==> src/rtl/lrr_pkg.sv <==
package lrr_pkg;

  // Generator constants
  localparam logic [15:0] LRR_MULT       = 16'd48271;
  localparam logic [30:0] LRR_SEED_RESET = 31'd4660;
  localparam logic [30:0] LRR_SEED_ONE   = 31'd1;

  // Controller to datapath commands
  typedef struct packed {
    logic load_op;    // capture the two bounds, ordered
    logic step_mul;   // state times multiplier, span of the range
    logic step_fold;  // reduce the product modulo 2^31-1
    logic scale_mul;  // odd fraction times span
    logic load_out;   // fill the output register
  } lrr_cmd_t;

endpackage

==> src/rtl/lehmer_random_range_draw.sv <==
// Lehmer random range draw.
// Input channel (in_valid_i / in_ready_o) carries two signed bounds; their
// order does not matter. Each transfer advances a 31-bit minimal-standard
// generator (multiplier 48271, modulus 2^31-1) and returns one result on
// the output channel (out_valid_o / out_ready_i): an integer in the
// inclusive range, the low 16 bits of the new state and the state itself.
// Each item runs through the chain multiply, modular fold, scale multiply
// and result add in order, one step per state in one datapath, and a new
// item is not taken until the previous one is in its result step.
// The next item is taken in the same cycle the previous result is loaded.
// Seed: seed_we_i writes seed_value_i into the generator state at once
// (zero loads one); write it only while no draw is in flight.
// Reset: generator state is 4660, no result is pending, input is ready.
// Receiver stall: the result waits in the output register; one more item
// may be accepted and run up to its result step, then input stalls.
module lehmer_random_range_draw import lrr_pkg::*; (
  input  logic               clk_i,
  input  logic               rst_ni,
  input  logic               seed_we_i,
  input  logic        [30:0] seed_value_i,
  input  logic               in_valid_i,
  output logic               in_ready_o,
  input  logic signed [31:0] range_low_i,
  input  logic signed [31:0] range_high_i,
  output logic               out_valid_o,
  input  logic               out_ready_i,
  output logic signed [31:0] draw_value_o,
  output logic        [15:0] draw_fraction_o,
  output logic        [30:0] generator_state_o
);

  lrr_cmd_t cmd;

  lrr_ctrl u_ctrl (
    .clk_i       (clk_i),
    .rst_ni      (rst_ni),
    .in_valid_i  (in_valid_i),
    .in_ready_o  (in_ready_o),
    .out_valid_o (out_valid_o),
    .out_ready_i (out_ready_i),
    .cmd_o       (cmd)
  );

  lrr_dp u_dp (
    .clk_i             (clk_i),
    .rst_ni            (rst_ni),
    .cmd_i             (cmd),
    .seed_we_i         (seed_we_i),
    .seed_value_i      (seed_value_i),
    .range_low_i       (range_low_i),
    .range_high_i      (range_high_i),
    .draw_value_o      (draw_value_o),
    .draw_fraction_o   (draw_fraction_o),
    .generator_state_o (generator_state_o)
  );

endmodule

==> src/rtl/lrr_ctrl.sv <==
module lrr_ctrl import lrr_pkg::*; (
  input  logic     clk_i,
  input  logic     rst_ni,
  input  logic     in_valid_i,
  output logic     in_ready_o,
  output logic     out_valid_o,
  input  logic     out_ready_i,
  output lrr_cmd_t cmd_o
);

  localparam logic [2:0] S_IDLE = 3'd0;
  localparam logic [2:0] S_MUL1 = 3'd1;
  localparam logic [2:0] S_FOLD = 3'd2;
  localparam logic [2:0] S_MUL2 = 3'd3;
  localparam logic [2:0] S_WB   = 3'd4;

  logic [2:0] state_q, state_d;
  logic       out_valid_q, out_valid_d;
  logic       out_free;
  logic       in_xfer;

  assign out_free   = !out_valid_q || out_ready_i;
  assign in_ready_o = (state_q == S_IDLE) || ((state_q == S_WB) && out_free);
  assign in_xfer    = in_valid_i && in_ready_o;
  assign out_valid_o = out_valid_q;

  // Sequence one draw through the datapath
  always_comb begin
    state_d = state_q;
    cmd_o   = '0;
    cmd_o.load_op = in_xfer;
    case (state_q)
      S_IDLE: begin
        if (in_valid_i) state_d = S_MUL1;
      end
      S_MUL1: begin
        cmd_o.step_mul = 1'b1;
        state_d = S_FOLD;
      end
      S_FOLD: begin
        cmd_o.step_fold = 1'b1;
        state_d = S_MUL2;
      end
      S_MUL2: begin
        cmd_o.scale_mul = 1'b1;
        state_d = S_WB;
      end
      S_WB: begin
        if (out_free) begin
          cmd_o.load_out = 1'b1;
          state_d = in_valid_i ? S_MUL1 : S_IDLE;
        end
      end
      default: state_d = S_IDLE;
    endcase
  end

  // Hold the result until the receiver takes it
  always_comb begin
    out_valid_d = out_valid_q;
    if (cmd_o.load_out) out_valid_d = 1'b1;
    else if (out_ready_i) out_valid_d = 1'b0;
  end

  always_ff @(posedge clk_i or negedge rst_ni) begin
    if (!rst_ni) begin
      state_q     <= S_IDLE;
      out_valid_q <= 1'b0;
    end else begin
      state_q     <= state_d;
      out_valid_q <= out_valid_d;
    end
  end

  a_load_needs_room: assert property (@(posedge clk_i) disable iff (!rst_ni)
    cmd_o.load_out |-> (!out_valid_q || out_ready_i))
    else $error("output register overwritten while a result waits");

  a_accept_starts: assert property (@(posedge clk_i) disable iff (!rst_ni)
    in_xfer |=> state_q == S_MUL1)
    else $error("accepted item did not start the multiply step");

  a_mul_then_fold: assert property (@(posedge clk_i) disable iff (!rst_ni)
    state_q == S_MUL1 |=> state_q == S_FOLD)
    else $error("fold step skipped");

  a_fold_then_scale: assert property (@(posedge clk_i) disable iff (!rst_ni)
    state_q == S_FOLD |=> (state_q == S_MUL2 && !in_ready_o))
    else $error("scale step skipped or input taken mid-draw");

endmodule

==> src/rtl/lrr_dp.sv <==
module lrr_dp import lrr_pkg::*; (
  input  logic               clk_i,
  input  logic               rst_ni,
  input  lrr_cmd_t           cmd_i,
  input  logic               seed_we_i,
  input  logic        [30:0] seed_value_i,
  input  logic signed [31:0] range_low_i,
  input  logic signed [31:0] range_high_i,
  output logic signed [31:0] draw_value_o,
  output logic        [15:0] draw_fraction_o,
  output logic        [30:0] generator_state_o
);

  logic        [30:0] gen_q;
  logic signed [31:0] low_q, high_q;
  logic        [46:0] prod_q;
  logic        [32:0] span_q;
  logic        [48:0] scale_q;
  logic signed [31:0] draw_q;
  logic        [15:0] frac_q;
  logic        [30:0] gen_out_q;

  logic        [46:0] prod_d;
  logic        [32:0] span_d;
  logic        [31:0] fold_sum, fold_sum_p1;
  logic        [30:0] gen_d;
  logic        [48:0] scale_d;
  logic signed [31:0] draw_d;

  assign prod_d = 47'(gen_q) * 47'(LRR_MULT);
  assign span_d = {high_q[31], high_q} - {low_q[31], low_q} + 33'd1;

  // Fold 2^31 into 1: the sum stays below twice the modulus
  assign fold_sum    = {16'd0, prod_q[46:31]} + {1'b0, prod_q[30:0]};
  assign fold_sum_p1 = fold_sum + 32'd1;
  assign gen_d       = fold_sum_p1[31] ? fold_sum_p1[30:0] : fold_sum[30:0];

  // Scale the half-step fraction by the span; offset is the top bits
  assign scale_d = 49'({gen_q[15:0], 1'b1}) * 49'(span_q);
  assign draw_d  = low_q + $signed(scale_q[48:17]);

  // Generator state: reload on seed write, advance on fold
  always_ff @(posedge clk_i or negedge rst_ni) begin
    if (!rst_ni) begin
      gen_q <= LRR_SEED_RESET;
    end else if (seed_we_i) begin
      gen_q <= (seed_value_i == '0) ? LRR_SEED_ONE : seed_value_i;
    end else if (cmd_i.step_fold) begin
      gen_q <= gen_d;
    end
  end

  // Operand, product and result registers
  always_ff @(posedge clk_i) begin
    if (cmd_i.load_op) begin
      if (range_high_i < range_low_i) begin
        low_q  <= range_high_i;
        high_q <= range_low_i;
      end else begin
        low_q  <= range_low_i;
        high_q <= range_high_i;
      end
    end
    if (cmd_i.step_mul) begin
      prod_q <= prod_d;
      span_q <= span_d;
    end
    if (cmd_i.scale_mul) scale_q <= scale_d;
    if (cmd_i.load_out) begin
      draw_q    <= draw_d;
      frac_q    <= gen_q[15:0];
      gen_out_q <= gen_q;
    end
  end

  assign draw_value_o      = draw_q;
  assign draw_fraction_o   = frac_q;
  assign generator_state_o = gen_out_q;

endmodule

==> config.mk <==
export PLATFORM = sky130hd
export DESIGN_NAME = lehmer_random_range_draw
export DESIGN_NICKNAME = d
export VERILOG_FILES = /design/src/rtl/lrr_pkg.sv /design/src/rtl/lehmer_random_range_draw.sv /design/src/rtl/lrr_ctrl.sv /design/src/rtl/lrr_dp.sv
export SDC_FILE = /design/constraint.sdc
export NUM_CORES = 2
export LEC_CHECK = 0
export BUFFER_PORTS_ARGS = -buffer_cell sky130_fd_sc_hd__buf_2
export CAP_MARGIN = 20
export CORE_UTILIZATION = 50
export DETAILED_ROUTE_END_ITERATION = 12
export PLACE_DENSITY = 0.67
export SLEW_MARGIN = 20
export SYNTH_ARGS = -nofsm -noshare
export SYNTH_HDL_FRONTEND = slang
export SYNTH_SLANG_ARGS = --single-unit
==> constraint.sdc <==
create_clock -name clk_i -period 8.05 [get_ports clk_i]
set_input_delay 0.4025 -clock clk_i [delete_from_list [all_inputs] [get_ports clk_i]]
set_output_delay 0.4025 -clock clk_i [all_outputs]
set_load 0.05 [all_outputs]
==> out/metrics.cfg <==
[outcome]
run_status = finished with violations
violations = design-rule violations

[place]
finalWeightedCongestion = 0.955
place_ws_ns = 0.684
dpl.cell_count = 5376
port_buffers = 180
dp_hpwl_mm = 86.0

[finish]
finalNonFillerCells = 5440
drive_above_1_share_pct = 9.86
fin_nets = 5556
final_common_cell = inv_1
antennaDiodeCount = 0
syn2layout_area_growth_pct = 8.39
utilization_pct = 55.0
final_cell_mix = 1,003 x inv_1, 655 x fa_1, 446 x ha_1, 419 x nand2_1, 239 x edfxtp_1

[clock_tree]
cts_hold_buf = 0
path_clk_slew_ns = 0.07
clock-sinks = 274
cts_setup_buffers = 0
clockBufferDepth = 3
cts_tree = yes
cts_buffers = 37
post_cts_resized = 0
cts-root-buf = clkbuf_16
cts-htree-levels = 2
worst_skew_pair.late_latency_ns = 0.56

[timing]
hold_violations = 0
final.setup.tns_ns = 0
relSlewSlack_pct = 25.0
fmax_ghz = 0.135
setup_ws_ns = 0.641
finalClockSkew_ns = 0.0239
drv_slew = 0
rsz0062_at_grt = false
fin_crit_ns = 7.41
tightestPinTransition_ns = 1.13
setup_viol = 0
period_share_pct = 92.0

[yosys]
synthArstFlopShare_pct = 12.8
ys_warn_count = 0
ys.flop_type = edfxtp_1
synth.distinct_cells = 85
syn_avg_cell_area_um2 = 9.78
synth_edf_count = 239
yosys_register_bits = 274
postSynthCellCount = 4191
ys_seq_area_share_pct = 19.7
synth_area_um2 = 41000
syn-num-nets = 5392

[routing]
drc = 9
drtAntennaViolNets = 0
drt_iter0_markers = 1862
via_count = 29200
wl_per_cell_um = 19.3
vias_per_cell = 5.37
wl_mm = 105
drt-pass1-iter-count = 11

[die]
fp.dieArea_um2 = 83100
die_y_um = 288
start_util_pct = 50.7
io_pins = 181
die_w_um = 288
core_um2 = 80800
row_count = 104

[global_route]
grt_max_degree = 64
gr-usage-all-layers_pct = 26.5
first_global_vias = 30600
antenna_found_initial = 2
grt_pass1_wl_mm = 169
grt-ovfl-total = 0

[critical_path]
startpoint_type = register
crit_arrival_ns = 7.71
ff2ff_setup_slack_ns = 0.64
critPathCaptureType = register
required_ns = 8.35
crit_start = u_dp.gen_q[12]
crit_type = register to register
r2r-start = u_dp.gen_q[12]
crit_fanout = 20

[job]
cap_violations = 0

[hold_path]
hold_path_class = input pin to async pin

-- cell usage after synthesis, types with 20 or more instances --
master / number / area (um^2)
inv_1: 1003 / 3760
nor3_1: 33 / 165
ha_1: 446 / 5580
a21o_1: 76 / 571
and2_1: 84 / 526
o21bai_1: 22 / 165
and3_1: 28 / 175
nor2_1: 229 / 860
nand2b_1: 22 / 138
dfrtp_1: 30 / 751
nand3_1: 36 / 180
mux2_2: 64 / 721
o21ai_0: 74 / 370
o21a_1: 27 / 203
nand2_1: 419 / 1570
nand4_1: 20 / 125
edfxtp_1: 239 / 7180
a21oi_1: 145 / 726
xnor2_1: 114 / 998
xor2_1: 41 / 359
fa_1: 655 / 13100
clkbuf_1: 110 / 413
-- sequential cells by signal (all words and copies together) (netlist names) --
register,cells
u_dp.gen_q,31
u_dp.high_q,32
u_ctrl.out_valid_o,1
u_dp.scale_q,32
u_dp.span_q,33
u_dp.generator_state_o,31
u_dp.draw_value_o,32
u_ctrl.state_q,3
u_dp.low_q,32
u_dp.prod_q,47
-- logic make-up after synthesis --
kind of cell | after synthesis | share of synthesized area, %
flip-flops | 274 | 19.7
AND/OR/NAND/NOR | 966 | 10.9
buffers and inverters | 1138 | 10.6
XOR/XNOR | 155 | 3.31
AO/OA/AOI/OAI | 493 | 8.13
multiplexers | 64 | 1.76
adder cells (fa/ha/maj) | 1101 | 45.6
-- layer usage --
metal | wire [um] | GRT usage [%] | up-vias
li1 | - | - | 13600
met4 | 3510 | 8.41 | 0
met2 | 49500 | 43.6 | 895
met3 | 6240 | 3.40 | 182
met1 | 45900 | 36.4 | 14600
met5 | 0 | 0 | -
-- critical path: stages (launching register included) --
cell	delay, ns
dfstp_2	0.97
buf_4	0.28
buf_4	0.31
fa_1	0.56
ha_1	0.36
fa_1	0.54
inv_1	0.06
fa_1	0.48
inv_1	0.05
fa_1	0.43
ha_1	0.41
nand2_1	0.09
a311oi_1	0.39
o21ai_0	0.25
a211oi_1	0.48
a21oi_1	0.20
o211ai_1	0.28
nand2_1	0.15
o31ai_1	0.50
a221oi_1	0.17
xnor2_1	0.16
-- cell type report --
class,count,area (um^2)
Tap cell,1060,1330
Clock buffer,47,1010
Sequential cell,274,8060
Fill cell,7254,36400
Clock inverter,17,175
Timing Repair Buffer,256,1470
Inverter,1007,3780
Multi-Input combinational cell,2779,28600
-- metrics by stage --
stage          hold WS, ns  instance area (um^2)
5_1_grt             0.0657                 44400
3_3_place_gp         0.496                 43200
4_1_cts             0.0234                 44400
2_1_floorplan        0.107                 41000
6_report            0.0120                 44400
3_5_place_dp         0.501                 43200
-- final timing paths --
path                                           end  cells after the start
worst max-delay path               u_dp.prod_q[45]                     20
worst min-delay path            u_ctrl.out_valid_o                      1
worst max register to register     u_dp.prod_q[45]                     20
worst min register to register   u_ctrl.state_q[0]                      1
max in group asynchronous            u_dp.gen_q[1]                      1
min in group clk_i                  u_dp.gen_q[30]                      3
Power is not shown: default switching activity piles up to over one toggle a cycle in this logic, so the estimate is an artifact.
